==> src/sv/assert_macros.svh <==
// Assertion helpers for the files that include this header
`ifndef ASSERT_MACROS_SVH
`define ASSERT_MACROS_SVH

// Concurrent check, clocked on clk, quiet while in reset
`define CHK(label, prop, msg) \
  label: assert property (@(posedge clk) disable iff (!rst_n) (prop)) else $error(msg);

// Same check, also evaluated during reset
`define CHK_ALWAYS(label, prop, msg) \
  label: assert property (@(posedge clk) (prop)) else $error(msg);

`endif

==> src/sv/i16md_pkg.sv <==
package i16md_pkg;

  localparam logic [2:0] KIND_START  = 3'd0;
  localparam logic [2:0] KIND_TOP    = 3'd1;
  localparam logic [2:0] KIND_LEFT   = 3'd2;
  localparam logic [2:0] KIND_CORNER = 3'd3;
  localparam logic [2:0] KIND_PIXEL  = 3'd4;

  localparam logic [2:0] REG_HV_DISABLE    = 3'd0;
  localparam logic [2:0] REG_PLANE_DISABLE = 3'd1;
  localparam logic [2:0] REG_DIS_INTER     = 3'd2;
  localparam logic [2:0] REG_SLICE_INTRA   = 3'd3;
  localparam logic [2:0] REG_COST_SHIFT    = 3'd4;

  localparam logic [1:0] MODE_VERT  = 2'd0;
  localparam logic [1:0] MODE_HORZ  = 2'd1;
  localparam logic [1:0] MODE_DC    = 2'd2;
  localparam logic [1:0] MODE_PLANE = 2'd3;

  localparam logic [16:0] SAD_MAX   = 17'h1ffff;
  localparam logic [4:0]  SHIFT_MAX = 5'd16;

  typedef enum logic [2:0] {
    ST_IDLE,
    ST_SUM,
    ST_FETCH,
    ST_PARAM,
    ST_PROD,
    ST_SAD,
    ST_EMIT
  } state_t;

  typedef struct packed {
    logic       accept;
    logic       acc_clr;
    logic       iter;
    logic [3:0] idx;
    logic       param_ld;
    logic       prod_ld;
    logic       sad_ld;
    logic       emit;
  } cmd_t;

  typedef struct packed {
    logic last;
  } sts_t;

  function automatic logic [16:0] sat_add(logic [16:0] acc, logic [7:0] d);
    logic [17:0] s;
    s = {1'b0, acc} + {10'd0, d};
    return s[17] ? SAD_MAX : s[16:0];
  endfunction

  function automatic logic [7:0] absdiff(logic [7:0] a, logic [7:0] b);
    return (a > b) ? (a - b) : (b - a);
  endfunction

endpackage

==> src/sv/intra16x16_mode_decision.sv <==
// Channel   Handshake        Payload
// input     start / busy     in_mode in_position in_row in_sample in_*_ok
// result    out_valid        out_mode out_cost
// config    cfg_we           cfg_index cfg_data
//
// Start, neighbour and corner transactions are taken while idle; busy stays low.
// A pixel transaction holds busy through the sum, fetch, parameter, product
// and SAD states, plus emit on the last pixel: the DC and plane sums sweep
// the 32 neighbours through one read port per neighbour memory, one index
// a cycle, then parameters, products and SAD. Reset is synchronous, active
// low; the result strobe lasts one cycle and cannot be stalled.
`include "assert_macros.svh"

module intra16x16_mode_decision import i16md_pkg::*; (
  input  logic        clk,
  input  logic        rst_n,
  input  logic        start,
  output logic        busy,
  input  logic [2:0]  in_mode,
  input  logic [3:0]  in_position,
  input  logic [3:0]  in_row,
  input  logic [7:0]  in_sample,
  input  logic        in_up_ok,
  input  logic        in_left_ok,
  input  logic        in_corner_ok,
  output logic        out_valid,
  output logic [1:0]  out_mode,
  output logic [31:0] out_cost,
  input  logic        cfg_we,
  input  logic [2:0]  cfg_index,
  input  logic [4:0]  cfg_data
);

  cmd_t cmd;
  sts_t sts;

  i16md_ctrl u_ctrl (
    .clk     (clk),
    .rst_n   (rst_n),
    .start   (start),
    .in_mode (in_mode),
    .sts     (sts),
    .busy    (busy),
    .cmd     (cmd)
  );

  i16md_dp u_dp (
    .clk           (clk),
    .rst_n         (rst_n),
    .cmd           (cmd),
    .sts           (sts),
    .in_mode       (in_mode),
    .in_position   (in_position),
    .in_row        (in_row),
    .in_sample     (in_sample),
    .in_up_ok      (in_up_ok),
    .in_left_ok    (in_left_ok),
    .in_corner_ok  (in_corner_ok),
    .cfg_we        (cfg_we),
    .cfg_index     (cfg_index),
    .cfg_data      (cfg_data),
    .out_valid     (out_valid),
    .out_mode      (out_mode),
    .out_cost      (out_cost)
  );

  `CHK(a_result_after_work, out_valid |-> $past(busy), "result without a busy pixel")
  `CHK(a_strobe_single, out_valid |=> !out_valid, "result strobe held")
  `CHK(a_busy_from_start, busy && !$past(busy) |-> $past(start), "busy rose without start")

endmodule

==> src/sv/i16md_ctrl.sv <==
module i16md_ctrl import i16md_pkg::*; (
  input  logic       clk,
  input  logic       rst_n,
  input  logic       start,
  input  logic [2:0] in_mode,
  input  sts_t       sts,
  output logic       busy,
  output cmd_t       cmd
);

  state_t     state_r, state_nxt;
  logic [3:0] cnt_r, cnt_nxt;
  logic       accept;

  assign accept = start && (state_r == ST_IDLE);

  always_comb begin
    state_nxt = state_r;
    cnt_nxt   = cnt_r;
    unique case (state_r)
      ST_IDLE: begin
        cnt_nxt = '0;
        if (accept && in_mode == KIND_PIXEL) state_nxt = ST_SUM;
      end
      ST_SUM: begin
        cnt_nxt = cnt_r + 4'd1;
        if (cnt_r == 4'hf) state_nxt = ST_FETCH;
      end
      ST_FETCH: state_nxt = ST_PARAM;
      ST_PARAM: state_nxt = ST_PROD;
      ST_PROD:  state_nxt = ST_SAD;
      ST_SAD:   state_nxt = sts.last ? ST_EMIT : ST_IDLE;
      ST_EMIT:  state_nxt = ST_IDLE;
      default:  state_nxt = ST_IDLE;
    endcase
  end

  always_comb begin
    cmd          = '0;
    cmd.accept   = accept;
    cmd.acc_clr  = accept;
    cmd.idx      = cnt_r;
    busy         = 1'b1;
    unique case (state_r)
      ST_IDLE:  busy = 1'b0;
      ST_SUM:   cmd.iter = 1'b1;
      ST_FETCH: ;
      ST_PARAM: cmd.param_ld = 1'b1;
      ST_PROD:  cmd.prod_ld = 1'b1;
      ST_SAD:   cmd.sad_ld = 1'b1;
      ST_EMIT:  cmd.emit = 1'b1;
      default:  busy = 1'b0;
    endcase
  end

  always_ff @(posedge clk) begin
    if (!rst_n) begin
      state_r <= ST_IDLE;
      cnt_r   <= '0;
    end else begin
      state_r <= state_nxt;
      cnt_r   <= cnt_nxt;
    end
  end

endmodule

==> src/sv/i16md_dp.sv <==
module i16md_dp import i16md_pkg::*; (
  input  logic        clk,
  input  logic        rst_n,
  input  cmd_t        cmd,
  output sts_t        sts,
  input  logic [2:0]  in_mode,
  input  logic [3:0]  in_position,
  input  logic [3:0]  in_row,
  input  logic [7:0]  in_sample,
  input  logic        in_up_ok,
  input  logic        in_left_ok,
  input  logic        in_corner_ok,
  input  logic        cfg_we,
  input  logic [2:0]  cfg_index,
  input  logic [4:0]  cfg_data,
  output logic        out_valid,
  output logic [1:0]  out_mode,
  output logic [31:0] out_cost
);

  logic [7:0] top_mem [16];
  logic [7:0] left_mem [16];
  logic [7:0] corner_r;

  logic hv_dis_r, plane_dis_r, dis_inter_r, intra_r;
  logic [4:0] shift_r;
  logic [2:0] avail_r;

  logic [3:0] pos_r, row_r;
  logic [7:0] smp_r;

  logic [3:0] top_addr, left_addr;
  logic [7:0] rd_top_r, rd_left_r;
  logic [3:0] rd_idx_r;
  logic       rd_vld_r;

  logic [11:0]        st_r, sl_r;
  logic signed [15:0] h_r, v_r;
  logic [7:0]         t15_r, l15_r;
  logic [7:0]         dc_r;
  logic [13:0]        a_r;
  logic signed [11:0] b_r, c_r;
  logic signed [16:0] pb_r, pc_r;
  logic [16:0]        sad_r [4];

  logic               out_valid_r;
  logic [1:0]         out_mode_r;
  logic [31:0]        out_cost_r;

  assign sts.last = (pos_r == 4'hf) && (row_r == 4'hf);

  // sweep the neighbours during the sum phase, then point at this pixel
  assign top_addr  = cmd.iter ? cmd.idx : pos_r;
  assign left_addr = cmd.iter ? cmd.idx : row_r;

  always_ff @(posedge clk) begin
    if (cmd.accept && in_mode == KIND_TOP)  top_mem[in_position]  <= in_sample;
    if (cmd.accept && in_mode == KIND_LEFT) left_mem[in_position] <= in_sample;
    rd_top_r  <= top_mem[top_addr];
    rd_left_r <= left_mem[left_addr];
  end

  always_ff @(posedge clk) begin
    if (cmd.accept && in_mode == KIND_CORNER) corner_r <= in_sample;
    if (cmd.accept) begin
      pos_r <= in_position;
      row_r <= in_row;
      smp_r <= in_sample;
    end
    rd_idx_r <= cmd.idx;
  end

  always_ff @(posedge clk) begin
    if (!rst_n) begin
      hv_dis_r    <= 1'b0;
      plane_dis_r <= 1'b0;
      dis_inter_r <= 1'b0;
      intra_r     <= 1'b1;
      shift_r     <= 5'd5;
    end else if (cfg_we) begin
      case (cfg_index)
        REG_HV_DISABLE:    hv_dis_r    <= cfg_data[0];
        REG_PLANE_DISABLE: plane_dis_r <= cfg_data[0];
        REG_DIS_INTER:     dis_inter_r <= cfg_data[0];
        REG_SLICE_INTRA:   intra_r     <= cfg_data[0];
        REG_COST_SHIFT:    shift_r     <= cfg_data;
        default: ;
      endcase
    end
  end

  // weight (i-7) per neighbour gives the plane gradient; corner carries -8
  logic signed [4:0]  wt;
  logic signed [13:0] ph, pv;
  assign wt = $signed({1'b0, rd_idx_r}) - 5'sd7;
  assign ph = $signed({1'b0, rd_top_r}) * wt;
  assign pv = $signed({1'b0, rd_left_r}) * wt;

  always_ff @(posedge clk) begin
    if (!rst_n) begin
      rd_vld_r <= 1'b0;
    end else begin
      rd_vld_r <= cmd.iter;
    end
  end

  always_ff @(posedge clk) begin
    if (cmd.acc_clr) begin
      st_r <= '0;
      sl_r <= '0;
      h_r  <= -$signed({5'd0, corner_r, 3'd0});
      v_r  <= -$signed({5'd0, corner_r, 3'd0});
    end else if (rd_vld_r) begin
      st_r <= st_r + {4'd0, rd_top_r};
      sl_r <= sl_r + {4'd0, rd_left_r};
      h_r  <= h_r + 16'(ph);
      v_r  <= v_r + 16'(pv);
      if (rd_idx_r == 4'hf) begin
        t15_r <= rd_top_r;
        l15_r <= rd_left_r;
      end
    end
  end

  logic [12:0]        st_sl;
  logic signed [18:0] bh, bv;
  assign st_sl = {1'b0, st_r} + {1'b0, sl_r} + 13'd16;
  assign bh    = 19'sd5 * 19'(h_r) + 19'sd32;
  assign bv    = 19'sd5 * 19'(v_r) + 19'sd32;

  always_ff @(posedge clk) begin
    if (cmd.param_ld) begin
      logic [11:0] t8, l8;
      t8 = st_r + 12'd8;
      l8 = sl_r + 12'd8;
      if (avail_r[0] && avail_r[1]) dc_r <= st_sl[12:5];
      else if (avail_r[0])          dc_r <= t8[11:4];
      else if (avail_r[1])          dc_r <= l8[11:4];
      else                          dc_r <= 8'd128;
      a_r <= {5'd0, t15_r} + {5'd0, l15_r} << 4;
      b_r <= bh[17:6];
      c_r <= bv[17:6];
    end
  end

  logic signed [4:0] px, py;
  assign px = $signed({1'b0, pos_r}) - 5'sd7;
  assign py = $signed({1'b0, row_r}) - 5'sd7;

  always_ff @(posedge clk) begin
    if (cmd.prod_ld) begin
      pb_r <= 17'(b_r) * 17'(px);
      pc_r <= 17'(c_r) * 17'(py);
    end
  end

  logic signed [18:0] psum;
  logic [7:0]         pred;
  assign psum = $signed({5'd0, a_r}) + 19'(pb_r) + 19'(pc_r) + 19'sd16;
  always_comb begin
    if (psum[18])                pred = 8'd0;
    else if (psum[17:13] != '0)  pred = 8'd255;
    else                         pred = psum[12:5];
  end

  // mode choice: lowest cost among enabled modes, earlier mode on a tie
  logic       dis;
  logic [3:0] en;
  logic [1:0] best;
  logic [4:0] sh;
  logic [32:0] cost;
  always_comb begin
    dis   = !dis_inter_r || !intra_r;
    en[0] = avail_r[0] && !(dis && hv_dis_r);
    en[1] = avail_r[1] && !(dis && hv_dis_r);
    en[2] = 1'b1;
    en[3] = (avail_r == 3'b111) && !(dis && plane_dis_r);
    best  = MODE_DC;
    if (en[0] && sad_r[0] <= sad_r[2]) best = MODE_VERT;
    if (en[1] && ((best == MODE_VERT) ? (sad_r[1] < sad_r[0]) : (sad_r[1] <= sad_r[2])))
      best = MODE_HORZ;
    if (en[3] && sad_r[3] < sad_r[best]) best = MODE_PLANE;
    sh   = (shift_r > SHIFT_MAX) ? SHIFT_MAX : shift_r;
    cost = 33'(sad_r[best]) << sh;
  end

  always_ff @(posedge clk) begin
    if (!rst_n) begin
      avail_r     <= '0;
      out_valid_r <= 1'b0;
      for (int i = 0; i < 4; i++) sad_r[i] <= '0;
    end else begin
      out_valid_r <= cmd.emit;
      if (cmd.accept && in_mode == KIND_START) begin
        avail_r <= {in_corner_ok, in_left_ok, in_up_ok};
        for (int i = 0; i < 4; i++) sad_r[i] <= '0;
      end else if (cmd.sad_ld) begin
        sad_r[0] <= sat_add(sad_r[0], absdiff(smp_r, rd_top_r));
        sad_r[1] <= sat_add(sad_r[1], absdiff(smp_r, rd_left_r));
        sad_r[2] <= sat_add(sad_r[2], absdiff(smp_r, dc_r));
        sad_r[3] <= sat_add(sad_r[3], absdiff(smp_r, pred));
      end else if (cmd.emit) begin
        for (int i = 0; i < 4; i++) sad_r[i] <= '0;
      end
    end
  end

  always_ff @(posedge clk) begin
    if (cmd.emit) begin
      out_mode_r <= best;
      out_cost_r <= cost[32] ? 32'hffff_ffff : cost[31:0];
    end
  end

  assign out_valid = out_valid_r;
  assign out_mode  = out_mode_r;
  assign out_cost  = out_cost_r;

endmodule
==> config.mk <==
export PLATFORM = sky130hd
export DESIGN_NAME = intra16x16_mode_decision
export DESIGN_NICKNAME = d
export VERILOG_FILES = /design/src/sv/i16md_pkg.sv /design/src/sv/intra16x16_mode_decision.sv /design/src/sv/i16md_ctrl.sv /design/src/sv/i16md_dp.sv
export VERILOG_INCLUDE_DIRS = /design/src /design/src/sv
export SDC_FILE = /design/constraint.sdc
export NUM_CORES = 2
export LEC_CHECK = 0
export BUFFER_PORTS_ARGS = -buffer_cell sky130_fd_sc_hd__buf_2
export CAP_MARGIN = 15
export CORE_MARGIN = 4
export CORE_UTILIZATION = 45
export DETAILED_ROUTE_END_ITERATION = 8
export PLACE_DENSITY = 0.69
export SLEW_MARGIN = 20
export SYNTH_ARGS = -nofsm -noshare
export SYNTH_HDL_FRONTEND = slang
export SYNTH_SLANG_ARGS = --single-unit
==> constraint.sdc <==
create_clock -name clk -period 22.4 [get_ports clk]
set_input_delay 3.36 -clock clk [delete_from_list [all_inputs] [get_ports clk]]
set_output_delay 3.36 -clock clk [all_outputs]
set_load 0.1 [all_outputs]
== After elaboration in Yosys (flattened, before gate mapping) ==
Memory sizes are Yosys's and may differ from the RTL's. A register that Yosys moved wholly into a read port is not among the register bits.
Cells that the tools add are included.

* Bitwise operators: 13
* Order comparisons: 9
* Multiplexer cells: 64
* Reductions and logical operators: 36
* Equality and inequality tests: 21
* Add/sub/neg operators: 31
* Multipliers: 6
* Shift operators: 1

{| class="wikitable"
|+ Operators by type and width
! kind !! number
|-
| $mux W17 || 16
|-
| $add A17 B8 Y18 || 4
|-
| $mux W8 || 9
|-
| $mux W16 || 4
|-
| $sub A8 B8 Y8 || 8
|-
| $add A18 B7 Y18 const B || 2
|-
| $mul A4 B16 Y18 const A || 2
|-
| $le A17 B17 Y1 || 2
|-
| $lt A17 B17 Y1 || 2
|-
| $mul A12 B5 Y17 || 2
|-
| $shl A17 B5 Y33 || 1
|-
| $add A16 B14 Y16 || 2
|-
| $gt A8 B8 Y1 || 4
|-
| $mul A9 B5 Y14 || 2
|-
| $add A12 B4 Y12 const B || 2
|-
| $add A12 B8 Y12 || 2
|-
| $mux W1 || 24
|-
| $add A18 B17 Y19 || 1
|-
| $add A19 B6 Y19 const B || 1
|-
| $add A15 B17 Y18 || 1
|-
| $eq A3 B2 Y1 const B || 6
|-
| $eq A3 B3 Y1 const B || 6
|-
| $pmux W3 S6 || 1
|-
| $eq A4 B4 Y1 const B || 4
|-
| other kinds (27) || 73
|}

* Memories kept: 3
* Register bits: 231
* Logic and storage cells: 213
* RAM bits: 324
* Output and inout bits: 36
* Input bits: 34

{| class="wikitable"
|+ Memories
! name !! depth !! width !! rd ports !! clocked after memory_dff !! write ports !! line !! RTL
|-
| u_dp.left_mem || 16 || 8 || 1 || 1 || 1 || i16md_dp.sv:22 || <nowiki>logic [7:0] left_mem [16];</nowiki>
|-
| u_dp.top_mem || 16 || 8 || 1 || 1 || 1 || i16md_dp.sv:21 || <nowiki>logic [7:0] top_mem [16];</nowiki>
|-
| u_dp.sad_r || 4 || 17 || 6 || 0 || 4 || i16md_dp.sv:44 || <nowiki>logic [16:0] sad_r [4];</nowiki>
|}

== Depth between registers and ports, before layout ==
An unclocked memory read counts as a cell.

* Depth after elaboration: 17
* Mapped depth: 42
* Mapped depth without buffers: 41

== By module ==
A second synthesis with hierarchy kept.

* Cell total of the unflattened synthesis: 3,682
* Area total of the unflattened synthesis: 40,367.5 µm²

{| class="wikitable"
|+ Modules (own cells, without submodules)
! module !! instances !! area an instance (µm²) !! cells each !! sequential area each (µm²)
|-
| i16md_dp || 1 || 39,935.8 || 3,628 || 15,815.2
|-
| i16md_ctrl || 1 || 431.7 || 54 || 140.1
|}

== Worst setup path after synthesis ==
No wires, ideal clock.

* Kind: register -> register
* From: register u_dp.pc_r[3]
* To: memory u_dp.sad_r[3][10], data pin
* Period minus slack after synthesis: 8.282 ns
* Required time: 22.130 ns
* Arrival: 8.012 ns
* Buffers on the path: 4
* Setup time: 0.270 ns
* Path slack: 14.118 ns
* Stages on the path, launching flop included: 39
* Cell sequence: edfxtp_1 -> ha_1 -> ha_1 -> ha_1 -> a31o_2 -> a21oi_1 -> nor2b_1 -> o21a_1 -> o21a_1 -> o21a_1 -> o31a_1 -> o41a_1 -> a221oi_1 -> xnor2_1 -> clkbuf_1 -> o21ai_0 -> fa_1 -> a21o_1 -> [3 not listed] -> a21o_1 -> a21oi_1 -> nor2_1 -> clkbuf_1 -> mux2_2 -> ha_1 -> a21o_1 -> a21oi_1 -> o21bai_1 -> a21oi_1 -> o21ai_0 -> a21oi_1 -> nor2b_1 -> and3_1 -> clkbuf_1 -> nand3_1 -> clkbuf_1 -> a21oi_1

{| class="wikitable"
|+ RTL lines
! item !! line !! RTL
|-
| from (decl) || i16md_dp.sv:43 || <nowiki>logic signed [16:0] pb_r, pc_r;</nowiki>
|-
| from (signal assigned) || i16md_dp.sv:153 || <nowiki>pc_r <= 17'(c_r) * 17'(py);</nowiki>
|-
| to (decl) || i16md_dp.sv:44 ||
|}

==> impl_metrics.tcl <==
set metrics [dict create \
    run_status "finished, final reports clean" \
    syn-instance-count 3989 \
    synth.avg_cell_area_sq_um 10.2 \
    async_flop_share_pct 0 \
    final_nets 4676 \
    cts_hold_buf 0 \
    endpoint_kind "flip-flop" \
    cap_violations 0 \
    tightestPinTransition_ns 1.04 \
    required_ns 22.87 \
    hold_violations 0 \
    clk_pin_slew_ns 0.06 \
    cts_resized 0 \
    avgRoutedWirePerCell_microns 19.1 \
    core_area_sq_mm 0.0889 \
    start_kind "flip-flop" \
    netlist-cell-type-count 90 \
    power.density_mw_per_mm2 90.7 \
    dieArea_sq_mm 0.0952 \
    cts_htree_levels 3 \
    finClkSkew_ns 0.0378 \
    multi_input_area_sq_mm 0.0228 \
    grt_first_pass_wirelength_microns 159000 \
    slew_violations 0 \
    crit_type "flip-flop to flip-flop" \
    io_pins 70 \
    seq_area_sq_mm 0.0160 \
    first_global_vias 29254 \
    grt_overflow 0 \
    syn-num-nets 4640 \
    cts_setup_buffers 0 \
    drcViolationCount 0 \
    vias 29529 \
    ant_nets 0 \
    cp.arrival_ns 9.63 \
    synth_edf_count 454 \
    root_buffer "clkbuf_16" \
    worstSkewPairLatency_ns 0.63 \
    fin_crit_sh_pct 40.9 \
    min_path_type "flip-flop to flip-flop" \
    area.growth.synth_to_final_pct 9.27 \
    period_needed_ns 9.15 \
    cp_max_fo 15 \
    drive_gt1_share_pct 6.72 \
    ctsLongestPathBuffers 3 \
    cpMaxStageDelayCell "fa_1" \
    yosysWarnings 0 \
    place.gp.congestion 0.909 \
    syn-cell-area_sq_mm 0.0406 \
    cts_tree "yes" \
    vias_per_cell 5.63 \
    grt_antenna_before_repair 3 \
    io_buffers 69 \
    dp_hpwl_microns 74400 \
    power.total_mw 4.03 \
    drt_iter0_drc 2515 \
    setup_viol 0 \
    cts_buffers 67 \
    p_leak_nw 18.3 \
    finalSetupTns_ns 0 \
    wirelength_microns 100000 \
    seq_area_frac_synth_pct 39.3 \
    rows 109 \
    die_w_microns 309 \
    drt-pass1-iter-count 6 \
    clkSinkCount 570 \
    max-slew-margin-rel_pct 30.1 \
    cpPeakStageDelay_ns 0.51 \
    grt_max_degree 97 \
    rsz0062_at_grt "false" \
    die_h_microns 309 \
    synth_seq_cells 570 \
    grt_use_total_pct 21.0 \
    vdd_ir_drop_max_mv 0.0749 \
    synth_ff_type "edfxtp_1" \
    fmax_mhz 109 \
    start_util_pct 45.7 \
    fill_cells 8027 \
]
## power by group
group          leakage [nW]  switching [mW]  internal, mW
Clock                  1.03           0.462         0.594
Sequential             5.06          0.0694          1.26
Combinational          12.3           0.906         0.738
Total                  18.3            1.44          2.59
## sequential cells by signal, summed over array words and instances, names as in the netlist, 9 cells and up
register	cells
u_dp.pc_r	17
u_dp.a_r	9
u_dp.b_r	12
u_dp.pb_r	17
u_dp.top_mem	128
u_dp.st_r	12
u_dp.h_r	16
u_dp.out_cost	32
u_dp.left_mem	128
u_dp.v_r	16
u_dp.c_r	12
u_dp.sad_r	68
u_dp.sl_r	12
## path summary, 6_finish.rpt
path                                      from                        endpoint  slack, ns  cells after the start
hold reg to reg   u_ctrl.cnt_r[3]$_SDFFE_PN0P_        u_dp.rd_idx_r[3]$_DFF_P_       0.41                      0
hold / removal    u_ctrl.cnt_r[3]$_SDFFE_PN0P_        u_dp.rd_idx_r[3]$_DFF_P_       0.41                      0
setup reg to reg        u_dp.pc_r[3]$_DFFE_PP_  u_dp.sad_r[3][0]$_SDFFCE_PP0P_      13.25                     36
setup / recovery        u_dp.pc_r[3]$_DFFE_PP_  u_dp.sad_r[3][0]$_SDFFCE_PP0P_      13.25                     36
## synthesized netlist by cell type (43+ instances only)
master      n  area (sq um)
a211oi_1  106           796
a21o_1     67           503
a21oi_1   263          1320
a31oi_1    59           369
and2_1     65           407
clkbuf_1  127           477
dfxtp_1   116          2320
edfxtp_1  454         13600
fa_1      169          3380
ha_1      448          5610
inv_1     373          1400
mux2i_1    81           811
nand2_1   385          1450
nand2b_1   43           269
nand3_1    76           380
nor2_1    224           841
nor2b_1   121           757
nor3_1     62           310
o21ai_0   183           916
o21bai_1   49           368
xnor2_1   129          1130
xor2_1     55           482
## layout make-up
| class | count | share of cell area [%] |
|---|---|---|
| multi-input combinational | 2901 | 51.3 |
| sequential | 570 | 35.9 |
| clock buffer | 87 | 4.18 |
| tap | 1165 | 3.28 |
| inverter | 376 | 3.18 |
| timing repair buffer | 109 | 1.45 |
| clock inverter | 35 | 0.611 |
| antenna | 3 | 0.0169 |
## metrics by stage
stage / instance area (sq um) / cells / hold WS (ns) / util (%) / setup slack, ns
after global placement: 42200 / 5121 / 0.397 / 47.5 / 13.49
after floorplan: 40600 / 3989 / 0.373 / - / 14.12
after CTS: 44400 / 5243 / 0.408 / 49.9 / 13.31
after detailed placement: 42300 / 5121 / 0.399 / 47.5 / 13.31
after global routing: 44400 / 5243 / 0.421 / 49.9 / 12.29
final: 44400 / 5246 / 0.409 / 49.9 / 13.25
## worst max-delay path, delay by kind of cell (launching register included)
kind            cells  cell delay (ns)
flops               1             0.37
xor+xnor            2             0.60
buf+inv             1             0.06
mux                 1             0.13
compound gates     22             5.02
fa+ha+maj           5             1.68
simple gates        5             1.13
## layer usage
layer / vias to the layer above / part of all wire [%] / wire, microns / track usage, %
li1: 14290 / - / - / -
met4: 2 / 3.6 / 3620 / 7.36
met3: 214 / 6.1 / 6160 / 3.54
met5: - / 0.013 / 13 / 0
met1: 14207 / 44 / 44000 / 27.9
met2: 816 / 46 / 46500 / 34.9
## cells in the final DEF (no fill, tap or decap), types with 13 or more instances in the layout
cell type  count
a211oi_1     106
a21boi_0      14
a21o_1        67
a21oi_1      256
a311oi_1      35
a31oi_1       59
and2_1        65
and3_1        31
buf_2         69
buf_4         40
clkbuf_1      13
clkbuf_16     70
dfxtp_1      116
edfxtp_1     454
fa_1         169
ha_1         448
inv_1        373
mux2i_1       81
nand2_1      384
nand2b_1      43
nand3_1       76
nand4_1       26
nor2_1       222
nor2b_1      121
nor3_1        57
o211ai_1      27
o21a_1        27
o21ai_0      183
o21bai_1      49
xnor2_1      129
xor2_1        55
## logic make-up after synthesis
family / after synthesis / synth area share, %
buffers and inverters: 518 / 4.87
xor gates and xnor gates: 184 / 3.97
muxes: 94 / 2.41
DFF: 570 / 39.3
adders and majority gates: 617 / 22.1
and+or+nand+nor: 1070 / 12.4
AOI/OAI and AO/OA: 936 / 14.9
Power figures use the tool's default switching activity.
